--- src/sv/mld_pkg.sv ---
package mld_pkg;

  // Largest command payload that is matched rather than drained
  localparam int unsigned MaxPayload = 256;

  // Parse phases
  localparam logic [1:0] PhHunt  = 2'd0;
  localparam logic [1:0] PhCmd   = 2'd1;
  localparam logic [1:0] PhDrain = 2'd2;

  // Header layout
  localparam logic [2:0] HdrLast = 3'd7;

  // Result event codes
  typedef enum logic [2:0] {
    EvNone     = 3'd0,
    EvStart    = 3'd1,
    EvLegacy   = 3'd2,
    EvBadMagic = 3'd3,
    EvOversize = 3'd4,
    EvDone     = 3'd5,
    EvDrained  = 3'd6
  } event_e;

  localparam logic [7:0] LegacyMagic [4] = '{8'hAA, 8'hBB, 8'hCC, 8'hDD};
  localparam logic [7:0] CmdMagic    [4] = '{8'hAA, 8'hBB, 8'hCC, 8'hEE};

  // Quoted words: "ota" and "reboot"
  localparam logic [7:0] Quote = 8'h22;
  localparam logic [7:0] OtaWord    [5] = '{8'h22, 8'h6F, 8'h74, 8'h61, 8'h22};
  localparam logic [7:0] RebootWord [8] = '{8'h22, 8'h72, 8'h65, 8'h62,
                                            8'h6F, 8'h6F, 8'h74, 8'h22};
  localparam logic [2:0] OtaLastIdx    = 3'd4;
  localparam logic [2:0] RebootLastIdx = 3'd7;

  // One stream item
  typedef struct packed {
    logic       kind;
    logic [7:0] data_byte;
  } item_t;

  // One result item
  typedef struct packed {
    event_e      event_res;
    logic        ota_request;
    logic        reboot_request;
    logic [31:0] bad_magic_total;
    logic [31:0] legacy_frame_total;
  } result_t;

endpackage

--- src/sv/mld_in_stage.sv ---
module mld_in_stage import mld_pkg::*; (
  input  logic  clk_i,
  input  logic  rst_ni,
  input  logic  in_valid_i,
  output logic  in_stall_o,
  input  logic  kind_i,
  input  logic  [7:0] data_byte_i,
  input  logic  advance_i,
  output logic  item_valid_o,
  output item_t item_o
);

  logic  valid_q;
  item_t item_q;
  logic  load;

  // Input register frees up whenever the parser consumes its content
  assign load       = !valid_q || advance_i;
  assign in_stall_o = !load;

  always_ff @(posedge clk_i or negedge rst_ni) begin
    if (!rst_ni) begin
      valid_q <= 1'b0;
    end else if (load) begin
      valid_q <= in_valid_i;
    end
  end

  // Payload capture
  always_ff @(posedge clk_i) begin
    if (load && in_valid_i) begin
      item_q.kind      <= kind_i;
      item_q.data_byte <= data_byte_i;
    end
  end

  assign item_valid_o = valid_q;
  assign item_o       = item_q;

endmodule

--- src/sv/mld_parser.sv ---
module mld_parser import mld_pkg::*; (
  input  logic    clk_i,
  input  logic    rst_ni,
  input  logic    item_valid_i,
  input  item_t   item_i,
  input  logic    advance_i,
  output result_t result_o
);

  logic [1:0]  phase_q, phase_d;
  logic [2:0]  hdr_cnt_q, hdr_cnt_d;
  logic [7:0]  hdr_store_q [7];
  logic [31:0] len_q, len_d;
  logic [31:0] pay_cnt_q, pay_cnt_d;
  logic [2:0]  ota_prog_q, ota_prog_d;
  logic [2:0]  rbt_prog_q, rbt_prog_d;
  logic        ota_seen_q, ota_seen_d;
  logic        rbt_seen_q, rbt_seen_d;
  logic        zero_seen_q, zero_seen_d;
  logic [31:0] bad_cnt_q, bad_cnt_d;
  logic [31:0] leg_cnt_q, leg_cnt_d;

  logic        fire;
  logic        hdr_wr;
  logic [7:0]  c;
  logic [31:0] pay_inc;
  logic [31:0] hdr_len;
  logic        is_legacy, is_cmd;
  logic        ota_hit, rbt_hit;
  logic        ota_match, rbt_match;
  event_e      ev;
  logic        ota_req, rbt_req;

  assign fire    = item_valid_i && advance_i;
  assign c       = item_i.data_byte;
  assign pay_inc = pay_cnt_q + 32'd1;
  assign hdr_len = {c, hdr_store_q[6], hdr_store_q[5], hdr_store_q[4]};

  assign is_legacy = (hdr_store_q[0] == LegacyMagic[0]) && (hdr_store_q[1] == LegacyMagic[1]) &&
                     (hdr_store_q[2] == LegacyMagic[2]) && (hdr_store_q[3] == LegacyMagic[3]);
  assign is_cmd    = (hdr_store_q[0] == CmdMagic[0]) && (hdr_store_q[1] == CmdMagic[1]) &&
                     (hdr_store_q[2] == CmdMagic[2]) && (hdr_store_q[3] == CmdMagic[3]);

  // Word matchers: next expected character compared against the byte
  assign ota_match = (OtaWord[ota_prog_q] == c);
  assign rbt_match = (RebootWord[rbt_prog_q] == c);
  assign ota_hit   = ota_match && (ota_prog_q == OtaLastIdx);
  assign rbt_hit   = rbt_match && (rbt_prog_q == RebootLastIdx);

  // Next state and result
  always_comb begin
    phase_d     = phase_q;
    hdr_cnt_d   = hdr_cnt_q;
    len_d       = len_q;
    pay_cnt_d   = pay_cnt_q;
    ota_prog_d  = ota_prog_q;
    rbt_prog_d  = rbt_prog_q;
    ota_seen_d  = ota_seen_q;
    rbt_seen_d  = rbt_seen_q;
    zero_seen_d = zero_seen_q;
    bad_cnt_d   = bad_cnt_q;
    leg_cnt_d   = leg_cnt_q;
    hdr_wr      = 1'b0;
    ev          = EvNone;
    ota_req     = 1'b0;
    rbt_req     = 1'b0;

    if (item_i.kind) begin
      // link restart
      phase_d   = PhHunt;
      hdr_cnt_d = '0;
      pay_cnt_d = '0;
    end else if (phase_q == PhCmd || phase_q == PhDrain) begin
      pay_cnt_d = pay_inc;
      if (phase_q == PhCmd && !zero_seen_q) begin
        if (c == 8'h00) begin
          zero_seen_d = 1'b1;
        end else begin
          if (!ota_seen_q) begin
            if (ota_hit) begin
              ota_seen_d = 1'b1;
              ota_prog_d = '0;
            end else if (ota_match) begin
              ota_prog_d = ota_prog_q + 3'd1;
            end else begin
              ota_prog_d = (c == Quote) ? 3'd1 : 3'd0;
            end
          end
          if (!rbt_seen_q) begin
            if (rbt_hit) begin
              rbt_seen_d = 1'b1;
              rbt_prog_d = '0;
            end else if (rbt_match) begin
              rbt_prog_d = rbt_prog_q + 3'd1;
            end else begin
              rbt_prog_d = (c == Quote) ? 3'd1 : 3'd0;
            end
          end
        end
      end
      if (pay_inc >= len_q) begin
        if (phase_q == PhCmd) begin
          ev      = EvDone;
          ota_req = ota_seen_d;
          rbt_req = rbt_seen_d && !ota_seen_d;
        end else begin
          ev = EvDrained;
        end
        phase_d   = PhHunt;
        hdr_cnt_d = '0;
        pay_cnt_d = '0;
      end
    end else if (hdr_cnt_q != HdrLast) begin
      // header collection
      hdr_wr    = 1'b1;
      hdr_cnt_d = hdr_cnt_q + 3'd1;
    end else begin
      // last header byte: classify
      len_d     = hdr_len;
      hdr_cnt_d = '0;
      pay_cnt_d = '0;
      if (is_legacy) begin
        leg_cnt_d = leg_cnt_q + 32'd1;
        ev        = EvLegacy;
        phase_d   = PhDrain;
      end else if (is_cmd) begin
        if (hdr_len <= 32'(MaxPayload)) begin
          ev          = EvStart;
          phase_d     = PhCmd;
          ota_prog_d  = '0;
          rbt_prog_d  = '0;
          ota_seen_d  = 1'b0;
          rbt_seen_d  = 1'b0;
          zero_seen_d = 1'b0;
        end else begin
          ev      = EvOversize;
          phase_d = PhDrain;
        end
      end else begin
        bad_cnt_d = bad_cnt_q + 32'd1;
        ev        = EvBadMagic;
        phase_d   = PhDrain;
      end
      // empty payload completes here
      if (hdr_len == 32'd0) begin
        if (phase_d == PhCmd) begin
          ev = EvDone;
        end
        phase_d = PhHunt;
      end
    end
  end

  always_ff @(posedge clk_i or negedge rst_ni) begin
    if (!rst_ni) begin
      phase_q     <= PhHunt;
      hdr_cnt_q   <= '0;
      len_q       <= '0;
      pay_cnt_q   <= '0;
      ota_prog_q  <= '0;
      rbt_prog_q  <= '0;
      ota_seen_q  <= 1'b0;
      rbt_seen_q  <= 1'b0;
      zero_seen_q <= 1'b0;
      bad_cnt_q   <= '0;
      leg_cnt_q   <= '0;
    end else if (fire) begin
      phase_q     <= phase_d;
      hdr_cnt_q   <= hdr_cnt_d;
      len_q       <= len_d;
      pay_cnt_q   <= pay_cnt_d;
      ota_prog_q  <= ota_prog_d;
      rbt_prog_q  <= rbt_prog_d;
      ota_seen_q  <= ota_seen_d;
      rbt_seen_q  <= rbt_seen_d;
      zero_seen_q <= zero_seen_d;
      bad_cnt_q   <= bad_cnt_d;
      leg_cnt_q   <= leg_cnt_d;
    end
  end

  // Header byte store
  always_ff @(posedge clk_i) begin
    if (fire && hdr_wr) begin
      hdr_store_q[hdr_cnt_q] <= c;
    end
  end

  assign result_o.event_res          = ev;
  assign result_o.ota_request        = ota_req;
  assign result_o.reboot_request     = rbt_req;
  assign result_o.bad_magic_total    = bad_cnt_d;
  assign result_o.legacy_frame_total = leg_cnt_d;

endmodule

--- src/sv/mld_out_stage.sv ---
module mld_out_stage import mld_pkg::*; (
  input  logic    clk_i,
  input  logic    rst_ni,
  input  logic    item_valid_i,
  input  result_t result_i,
  input  logic    out_stall_i,
  output logic    advance_o,
  output logic    out_valid_o,
  output result_t result_o
);

  logic    valid_q;
  result_t result_q;

  // Result register takes a new transfer once the old one has gone
  assign advance_o = !valid_q || !out_stall_i;

  always_ff @(posedge clk_i or negedge rst_ni) begin
    if (!rst_ni) begin
      valid_q <= 1'b0;
    end else if (advance_o) begin
      valid_q <= item_valid_i;
    end
  end

  always_ff @(posedge clk_i) begin
    if (advance_o && item_valid_i) begin
      result_q <= result_i;
    end
  end

  assign out_valid_o = valid_q;
  assign result_o    = result_q;

endmodule

--- src/sv/magic_length_deframer_top.sv ---
// Flow: a transfer accepted into the input register is parsed and loaded
// into the result register once that register is free, then offered there.
// Throughput: one byte or restart event per cycle, set by the single-pass
// parser between the two registers, while out_stall_i does not hold the output.
// Reset (rst_ni, asynchronous, active low): header hunt, counters cleared.
module magic_length_deframer_top import mld_pkg::*; (
  input  logic        clk_i,
  input  logic        rst_ni,
  input  logic        in_valid_i,
  output logic        in_stall_o,
  input  logic        kind_i,
  input  logic [7:0]  data_byte_i,
  output logic        out_valid_o,
  input  logic        out_stall_i,
  output logic [2:0]  event_res_o,
  output logic        ota_request_o,
  output logic        reboot_request_o,
  output logic [31:0] bad_magic_total_o,
  output logic [31:0] legacy_frame_total_o
);

  logic    advance;
  logic    item_valid;
  item_t   item;
  result_t res_next;
  result_t res_out;

  mld_in_stage u_in_stage (
    .clk_i        (clk_i),
    .rst_ni       (rst_ni),
    .in_valid_i   (in_valid_i),
    .in_stall_o   (in_stall_o),
    .kind_i       (kind_i),
    .data_byte_i  (data_byte_i),
    .advance_i    (advance),
    .item_valid_o (item_valid),
    .item_o       (item)
  );

  mld_parser u_parser (
    .clk_i        (clk_i),
    .rst_ni       (rst_ni),
    .item_valid_i (item_valid),
    .item_i       (item),
    .advance_i    (advance),
    .result_o     (res_next)
  );

  mld_out_stage u_out_stage (
    .clk_i        (clk_i),
    .rst_ni       (rst_ni),
    .item_valid_i (item_valid),
    .result_i     (res_next),
    .out_stall_i  (out_stall_i),
    .advance_o    (advance),
    .out_valid_o  (out_valid_o),
    .result_o     (res_out)
  );

  assign event_res_o          = res_out.event_res;
  assign ota_request_o        = res_out.ota_request;
  assign reboot_request_o     = res_out.reboot_request;
  assign bad_magic_total_o    = res_out.bad_magic_total;
  assign legacy_frame_total_o = res_out.legacy_frame_total;

endmodule

--- config.mk ---
export PLATFORM = sky130hd
export DESIGN_NAME = magic_length_deframer_top
export DESIGN_NICKNAME = d
export VERILOG_FILES = /design/src/sv/mld_pkg.sv /design/src/sv/mld_in_stage.sv /design/src/sv/mld_parser.sv /design/src/sv/mld_out_stage.sv /design/src/sv/magic_length_deframer_top.sv
export SDC_FILE = /design/constraint.sdc
export NUM_CORES = 1
export LEC_CHECK = 0
export ABC_CLOCK_PERIOD_IN_PS = 4300
export BUFFER_PORTS_ARGS = -buffer_cell sky130_fd_sc_hd__buf_2
export CAP_MARGIN = 20
export CORE_MARGIN = 2
export CORE_UTILIZATION = 50
export DETAILED_ROUTE_END_ITERATION = 6
export GPL_ROUTABILITY_DRIVEN = 1
export PLACE_DENSITY = 0.7
export RECOVER_POWER = 50
export SETUP_SLACK_MARGIN = 0.5
export SKIP_CTS_REPAIR_TIMING = 1
export SLEW_MARGIN = 10
export SYNTH_ARGS = -nofsm -noshare
export SYNTH_HDL_FRONTEND = slang
export SYNTH_SLANG_ARGS = --single-unit
--- constraint.sdc ---
create_clock -name clk_i -period 4.3 [get_ports clk_i]
set_input_delay 0.215 -clock clk_i [delete_from_list [all_inputs] [get_ports clk_i]]
set_output_delay 0.215 -clock clk_i [all_outputs]
set_load 0.1 [all_outputs]
; Yosys cells after proc, flatten, opt, wreduce, memory -nomap -nowiden
; Memories as Yosys holds them, arrays and structs flattened.
; Index checks and enable logic that the tools add are counted.
[word_totals]
reg_bits = 222
ramBits = 56
rom_bits = 128
elab_cells = 180
mem_count = 3
[classes]
addsub = 6
magnitude_cmp = 4
eq_ne = 23
muxes = 84
n_bitwise = 7
reduce_logical = 33
[mem_list]
columns = name, words, word_bits, rd, rd_ports_with_merged_regs, wr, line_no
row1 = (no name shown), 8, 8, 1, 0, 0, mld_parser.sv:45  ; assign ota_match = (OtaWord[ota_prog_q] == c);
row2 = (no name shown), 8, 8, 1, 0, 0, mld_parser.sv:46  ; assign rbt_match = (RebootWord[rbt_prog_q] == c);
row3 = u_parser.hdr_store_q, 7, 8, 7, 0, 1, mld_parser.sv:12  ; logic [7:0] hdr_store_q [7];
[ops]
columns = cell, n
row1 = two-way mux 32 bit, 13
row2 = "adder 32 x 1 -> 32 bit, second input constant", 3
row3 = two-way mux 3 bit, 28
row4 = "equality test 8 bit, second input constant", 5
row5 = greater-or-equal comparator 32 bit, 1
row6 = "<= comparator 32 x 9 -> 1 bit, second input constant", 1
row7 = logical NOT 32 bit, 1
row8 = two-way mux 8 bit, 4
row9 = two-way mux 1 bit, 27
row10 = two-way mux 2 bit, 12
row11 = AND reduction 9 bit, 2
row12 = equality test 8 bit, 2
row13 = "!= test 2 bit, second input constant", 6
row14 = logical AND 1 bit, 11
row15 = "adder 3 x 1 -> 3 bit, second input constant", 3
row16 = "equality test 8 x 6 -> 1 bit, second input constant", 1
row17 = "greater-or-equal comparator 4 bit, second input constant", 2
row18 = logical NOT 8 bit, 1
row19 = NOT 3 -> 4 bit, 2
row20 = AND reduction 8 bit, 1
row21 = "equality test 3 bit, second input constant", 2
row22 = logical NOT 1 bit, 6
row23 = "!= test 3 bit, second input constant", 2
row24 = AND reduction 6 bit, 1
row25 = 11 further kinds, 20

; Longest topological paths before layout
; Gate-level depths: netlist (run 1).
; An unclocked memory read counts as a cell.
[logic_depth]
word_depth = 15
mapped_depth = 15
mapped_depth_nobuf = 13

; By module
; Synthesis (run 1) repeated with hierarchy kept, for this count alone.
[hier_totals]
hier_cells = 1204
area_unflattened_um2 = 13479.2
[by_module_without_submodules]
columns = mod, instances, cells_per_inst, area_each_um2, seq_area_each_um2
row1 = mld_parser, 1, 1117, 11031.8, 5235.0
row2 = mld_out_stage, 1, 73, 2119.5, 2097.0
row3 = mld_in_stage, 1, 14, 327.8, 295.3

; Worst setup path before layout (run 1)
; OpenSTA, ideal clock, no wires.
[synth_path]
path_kind = register to register
start = reg u_out_stage.valid_q, in the netlist u_out_stage.out_valid_o
end = reg u_parser.pay_cnt_q[15]
setup_time_ps = 66
arrival_time_ps = 4743
required_ps = 4234
setup_slack_ps = -509
path_stages_with_launch = 8
n_path_buf = 2
synth_period_minus_slack_ps = 4809
path_cell_list = dfrtp_1 -> a21bo_2 -> inv_1 -> clkbuf_1 -> o21ai_1 -> nor3_1 -> clkbuf_1 -> a22o_1
[synth_via]
elab_chain_len = 4
[synth_rtl]
columns = element, line_no
row1 = from (decl), mld_out_stage.sv:12  ; logic valid_q;
row2 = from (signal assigned), mld_out_stage.sv:22  ; valid_q <= item_valid_i;
row3 = logical NOT 1 bit, mld_out_stage.sv:16  ; assign advance_o = !valid_q || !out_stall_i;
row4 = logical OR 1 bit, mld_out_stage.sv:16
row5 = logical AND 1 bit, mld_parser.sv:34  ; assign fire = item_valid_i && advance_i;
row6 = named net u_parser.fire, mld_parser.sv:23  ; logic fire;
row7 = AND reduction 2 bit (no line), n/a
row8 = to (signal assigned), mld_parser.sv:171  ; pay_cnt_q <= pay_cnt_d;
row9 = to (decl), mld_parser.sv:14  ; logic [31:0] pay_cnt_q, pay_cnt_d;
; The timed path passes the listed nets, and every way through them passes these cells.
; A chain may end at the register's enable or synchronous reset.

; Final worst setup path (run 1)
[layout_path]
start = reg u_parser.pay_cnt_q[6]
end = reg u_parser.hdr_cnt_q[1]
[layout_via]
elab_chain_len = 4
[layout_rtl]
columns = element, line_no
row1 = adder 32 x 1 -> 32 bit, mld_parser.sv:36  ; assign pay_inc = pay_cnt_q + 32'd1;
row2 = greater-or-equal comparator 32 bit, mld_parser.sv:101  ; if (pay_inc >= len_q) begin
row3 = != test 3 bit (no line), n/a
row4 = AND reduction 2 bit (no line), n/a
row5 = to (signal assigned), mld_parser.sv:169  ; hdr_cnt_q <= hdr_cnt_d;
row6 = to (decl), mld_parser.sv:11  ; logic [2:0] hdr_cnt_q, hdr_cnt_d;
; No other way between the ends.

==> results.py, run 1 <==
metrics = {
    "critical_path": {
        "cp-start-kind": "flop",
        "end_kind": "flop",
        "crit_type": "reg -> reg",
        "cp_max_fo": 4,
        "critical_path_required_ns": 4.74,
        "slowest_delay_ns": 0.46,
        "crit_chain": "and4_4, or3b_4, or4_4, nor2_4, xor2_1, ha_1, nand4_1, nor4_2, nand4_1, a31oi_4, buf_4, o21ai_1, a32o_1",
        "arrival_ns": 4.25,
        "critPathMostFrequentCell": "nand4_1",
        "crit_slowest_cell": "or4_4",
    },
    "grt": {
        "grt_usage_pct": 20.0,
        "overflow": 0,
        "grt_max_degree": 75,
        "antenna_found_initial": 0,
        "grt_pass1_wl_um": 46400,
        "grt_pass1_vias": 9367,
    },
    "cells_and_area": {
        "num-nets-final": 1405,
        "final_cell_mix": "nand2_1, dfrtp_1, edfxtp_1",
        "fillers": 2244,
        "drive_gt1_share_pct": 10.0,
        "diodes": 0,
        "final_common_cell": "nand2_1",
        "area_growth_syn_to_layout_pct": 15.0,
    },
    "clocking": {
        "cts_root_buf": "clkbuf_16",
        "cts-htree-levels": 1,
        "clk_path_buf_depth": 3,
        "worstSkewPairLatency_ns": 0.57,
        "numCtsBuffers": 29,
        "cts.sinks": 278,
        "cts_tree": "done",
        "clkTransAtPathRegs_ns": 0.06,
    },
    "floorplanning": {
        "die-width_um": 169,
        "ios": 84,
        "std_cell_rows": 60,
        "coreArea_um2": 26800,
        "fp.dieH_um": 169,
        "initial_core_util_pct": 50.7,
        "dieArea_um2": 28500,
    },
    "timing": {
        "tns_ns": 0,
        "drv_slew": 101,
        "period_needed_ns": 3.81,
        "setup_viol": 0,
        "worst_clock_skew_ns": 0.0207,
        "rsz0062_at_grt": "yes",
        "relSlewSlack_pct": -30.2,
        "worstMarginPinSlew_ns": 1.95,
        "clock.fmax_ghz": 0.262,
        "hold_viol": 0,
        "period_share_pct": 88.7,
    },
    "synth": {
        "synth-main-ff-cell": "dfrtp_1",
        "syn_area_per_cell_um2": 11.1,
        "synth_warnings": 0,
        "async_reset_ff_share_pct": 51.8,
        "yosysTopAreaCellShare_pct": 29.6,
        "ys_seq_area_share_pct": 56.1,
        "synth_area_leaders": "edfxtp_1, dfrtp_1, xnor2_1, ha_1, nand2_1",
        "synth_nets": 1286,
        "syn-instance-count": 1223,
        "synth-edff-count": 134,
        "yosysTopAreaCell": "edfxtp_1",
        "ys_seq_elements": 278,
        "synth_cell_types": 65,
        "syn_area_um2": 13600,
    },
    "power_and_ir_drop": {
        "powerDensity_nw_per_um2": 372,
        "combPwrFrac_pct": 9.1,
        "peakVddDrop_mv": 0.264,
        "power_leakage_nw": 6.49,
        "p_sw_w": 0.00153,
        "power_w": 0.00581,
        "swShare_pct": 26.3,
        "p_seq_share_pct": 50.8,
        "p_int_w": 0.00428,
        "p_clk_share_pct": 40.2,
    },
    "detailed_routing": {
        "post-route-drc-count": 0,
        "vias_per_cell": 5.55,
        "wl_per_cell_um": 16.8,
        "initialDrtViolationCount": 576,
        "finalWirelength_um": 28600,
        "vias": 9468,
        "dr.pass1.iters": 5,
        "postRouteAntennaNets": 0,
    },
    "place": {
        "dpl.hpwl_um": 19100,
        "portBuffers": 83,
        "gp_congestion": 0.832,
    },
    "min_path": {
        "min_path_type": "in -> reg",
    },
    "outcome": {
        "violations": "capacitance limit, slew limit",
        "status": "complete, but fails checks",
    },
    "flow_run": {
        "max-cap-violations": 2,
    },
}
==> flip-flops by register name, summed over array words and instances (netlist names), 9 cells and up <==
name and cells:
u_out_stage.result_o 69, u_parser.hdr_store_q 56, u_parser.bad_cnt_q 32, u_parser.leg_cnt_q 32, u_parser.len_q 32, u_parser.pay_cnt_q 32
u_in_stage.item_o 9
==> stage by stage <==
step | std cells | util, % | setup WS, ns | hold slack, ns | cell area (µm²)
after floorplan | 1223 | - | 0.504 | -0.0806 | 13600
after detailed placement | 1626 | 54.0 | 0.0452 | 0.294 | 14500
after global placement | 1626 | 54.0 | 0.102 | 0.295 | 14500
after CTS | 1680 | 57.3 | 0.0331 | -0.300 | 15400
final | 1706 | 58.3 | 0.486 | 0.373 | 15600
after global routing | 1706 | 58.3 | 0.329 | 0.356 | 15600
==> cells in the mapped netlist, drive strengths merged, types with 31 or more instances <==
cell	n
clkbuf	39
dfrtp	144
edfxtp	134
ha	50
inv	49
nand2	164
nand3	44
nand4	31
nor2	77
nor3	31
o21ai	56
xnor2	99
xor2	63
==> final cells by class <==
class | count | area (µm²) | area share (%)
clock inverters | 19 | 134 | 0.857
clock buffers | 35 | 748 | 4.79
well taps | 341 | 427 | 2.73
multi-input cells | 851 | 5740 | 36.8
flip-flops and latches | 278 | 7630 | 48.8
inverters | 49 | 185 | 1.18
repair buffers | 133 | 759 | 4.86
==> final timing paths <==
path / start / endpoint / slack, ns / cells after the start
min in group asynchronous: rst_ni / u_parser.leg_cnt_q[22]$_DFFE_PN0P_ / 0.71 / 2
hold / removal: data_byte_i[0] / u_in_stage.item_o[0]$_DFFE_PP_ / 0.37 / 2
max in group asynchronous: rst_ni / u_parser.bad_cnt_q[30]$_DFFE_PN0P_ / 1.73 / 3
setup reg to reg: u_parser.pay_cnt_q[6]$_DFFE_PN0P_ / u_parser.hdr_cnt_q[1]$_DFFE_PN0P_ / 0.49 / 13
hold reg to reg: u_parser.phase_q[1]$_DFFE_PN0P_ / u_parser.phase_q[1]$_DFFE_PN0P_ / 0.48 / 1
setup / recovery: u_parser.pay_cnt_q[6]$_DFFE_PN0P_ / u_parser.hdr_cnt_q[1]$_DFFE_PN0P_ / 0.49 / 13
==> worst max-delay path: cells and delay by family, from the launching register on <==
family | cells | cell delay (ns)
xor+xnor | 1 | 0.07
fa+ha+maj | 1 | 0.32
simple gates | 7 | 1.99
compound gates | 3 | 0.73
flops | 1 | 0.40
buf+inv | 1 | 0.18
==> routing by layer <==
layer | share of wire [%] | track usage [%]
met5 | 0 | 0
met3 | 4.5 | 2.92
met2 | 48 | 33.8
met1 | 45 | 27.0
met4 | 2.4 | 5.55
==> logic make-up (layout without fill, tap and decap cells) <==
kind of cell               count (synthesis)  count (layout)  synth area share, %
muxes                                     10              10                0.773
and+or+nand+nor                          476             476                 17.9
AOI/OAI and AO/OA                        153             153                 7.53
buffers and inverters                     94             236                 2.63
adders and majority gates                 50              50                 4.60
xor gates and xnor gates                 162             162                 10.4
DFF                                      278             278                 56.1
==> power groups by stage <==
stage,Clock [W],Sequential [W],Combinational [W]
final,0.00233,0.00295,0.000526
after global routing,0.00249,0.00296,0.000559
after CTS,0.00239,0.00294,0.000532
after detailed placement,0,0.00300,0.000531
after global placement,0,0.00299,0.000523
after floorplan,0,0.00326,0.000128
Power figures use the tool's default switching activity.
==> run 2: changes to the inputs <==
- ABC_AREA: default -> 1
==> results.py, run 2 <==
metrics = {
    "grt": {
        "antenna_found_initial": 0,
        "grt_pass1_wl_um": 53900,
        "overflow": 0,
        "grt_usage_pct": 21.6,
        "grt_pass1_vias": 10932,
        "grt_max_degree": 101,
    },
    "critical_path": {
        "cp_max_fo": 16,
        "critical_path_required_ns": 4.79,
        "cp-start-kind": "flop",
        "end_kind": "flop",
        "arrival_ns": 3.91,
        "crit_type": "reg -> reg",
    },
    "outcome": {
        "status": "complete, but fails checks",
        "violations": "capacitance limit, slew limit",
    },
    "flow_run": {
        "max-cap-violations": 2,
    },
    "detailed_routing": {
        "wl_per_cell_um": 14.5,
        "post-route-drc-count": 0,
        "dr.pass1.iters": 6,
        "vias": 11596,
        "postRouteAntennaNets": 0,
        "initialDrtViolationCount": 828,
        "finalWirelength_um": 32600,
        "vias_per_cell": 5.17,
    },
    "timing": {
        "relSlewSlack_pct": -79.0,
        "hold_ws_ns": 0.366,
        "worstMarginPinSlew_ns": 2.69,
        "tns_ns": 0,
        "worst_clock_skew_ns": 0.0104,
        "drv_slew": 168,
        "clock.fmax_ghz": 0.292,
        "period_needed_ns": 3.43,
        "setup_viol": 0,
        "hold_viol": 0,
        "period_share_pct": 79.7,
        "rsz0062_at_grt": "no",
    },
    "floorplanning": {
        "std_cell_rows": 62,
        "coreArea_um2": 28700,
        "initial_core_util_pct": 50.8,
        "die-width_um": 175,
        "ios": 84,
        "dieArea_um2": 30500,
        "fp.dieH_um": 175,
    },
    "synth": {
        "synth-edff-count": 134,
        "post-synth-top-count-cell": "nand2_1",
        "ys_seq_area_share_pct": 52.3,
        "syn-instance-count": 1733,
        "synth-main-ff-cell": "dfrtp_1",
        "synth.top_cells.by_count": "nand2_1, inv_1, dfrtp_1, edfxtp_1, nor2_1",
        "yosysTopAreaCell": "edfxtp_1",
        "synth_cell_types": 44,
        "syn_area_per_cell_um2": 8.41,
        "async_reset_ff_share_pct": 51.8,
        "synth_nets": 1796,
        "syn_area_um2": 14600,
        "ys_seq_elements": 278,
        "synth_area_leaders": "edfxtp_1, dfrtp_1, nand2_1, inv_1, nand3_1",
        "yosysTopAreaCellShare_pct": 27.6,
        "synth_warnings": 0,
    },
    "cells_and_area": {
        "num-nets-final": 1898,
        "largest_reg_flops": 69,
        "drive_gt1_share_pct": 6.08,
        "final_common_cell": "nand2_1",
        "area_growth_syn_to_layout_pct": 12.5,
        "stdcell_count": 2243,
        "final_cell_area_um2": 16400,
        "fin_util_pct": 57.2,
        "diodes": 0,
        "final_cell_mix": "nand2_1, inv_1, dfrtp_1",
    },
    "place": {
        "gp_congestion": 1.00,
        "placed_cells": 2174,
        "dpl.hpwl_um": 22500,
        "portBuffers": 83,
        "place_area_um2": 15400,
    },
    "clocking": {
        "cts-htree-levels": 1,
        "numCtsBuffers": 30,
        "cts_root_buf": "clkbuf_16",
        "clkTransAtPathRegs_ns": 0.06,
        "worstSkewPairLatency_ns": 0.56,
        "cts.sinks": 278,
        "clk_path_buf_depth": 3,
        "cts_tree": "done",
    },
    "power_and_ir_drop": {
        "power_leakage_nw": 7.35,
        "peakVddDrop_mv": 0.327,
        "powerDensity_nw_per_um2": 419,
    },
    "min_path": {
        "min_path_type": "in -> reg",
    },
}
[run 2: per-layer routing]
metal,part of all wire [%],global-route usage (%)
met5,0,0
met2,46,35.2
met1,46,30.9
met3,6.1,3.00
met4,1.7,4.93
[run 2: worst paths after layout]
path                                                      from                                  end  slack, ns  cells past startpoint
setup / recovery             u_parser.pay_cnt_q[0]$_DFFE_PN0P_    u_parser.hdr_cnt_q[2]$_DFFE_PN0P_       0.87                     19
hold / removal                                  data_byte_i[6]       u_in_stage.item_o[6]$_DFFE_PP_       0.37                      2
setup reg to reg             u_parser.pay_cnt_q[0]$_DFFE_PN0P_    u_parser.hdr_cnt_q[2]$_DFFE_PN0P_       0.87                     19
hold reg to reg            u_in_stage.item_valid_o$_DFFE_PN0N_  u_out_stage.out_valid_o$_DFFE_PN0P_       0.47                      2
max in group asynchronous                               rst_ni    u_parser.pay_cnt_q[5]$_DFFE_PN0P_       0.96                      3
min in group asynchronous                               rst_ni  u_in_stage.item_valid_o$_DFFE_PN0N_       0.97                      2
[run 2: area by class of cell]
type	count	area, µm²
fill	2642	12300
sequential	278	7630
multi-input combinational	1181	5880
inverter	240	901
clock buffer	37	828
timing repair buffer	104	508
tap	384	480
clock inverter	19	175
[run 2: per-stage QoR]
| stage | worst slack (ns) | total power [W] |
|---|---|---|
| 6_report | 0.874 | 0.00688 |
| 5_1_grt | 0.342 | 0.00715 |
| 4_1_cts | 0.893 | 0.00696 |
| 3_5_place_dp | 0.922 | 0.00435 |
| 3_3_place_gp | 1.03 | 0.00433 |
| 2_1_floorplan | 1.20 | 0.00409 |
[run 2: cell families after synthesis]
kind of cell | count (synthesis) | synth area share [%]
flip-flops | 278 | 52.3
AO/OA/AOI/OAI | 141 | 5.14
XOR/XNOR | 42 | 2.57
adder cells (fa/ha/maj) | 50 | 4.29
buffers and inverters | 274 | 7.30
AND/OR/NAND/NOR | 948 | 28.4
[run 2: worst max-delay path: stages (launching register included)]
cell	delay, ns
dfrtp_1	0.44
ha_1	0.22
nand3_1	0.16
nor2_1	0.22
nand2_1	0.15
nor2_1	0.18
nand2_1	0.09
xor2_1	0.15
inv_1	0.07
ha_1	0.27
nand2_1	0.09
nor2_1	0.05
nor3b_1	0.17
nand2_1	0.07
nor2_1	0.16
nand3_2	0.28
buf_4	0.30
nand2_1	0.14
nand2_1	0.08
nand2_1	0.07
[run 2: power by group]
group          internal, W  switching, W
clock              0.00154       0.00106
sequential         0.00300      0.000132
combinational     0.000172      0.000982
total              0.00471       0.00217
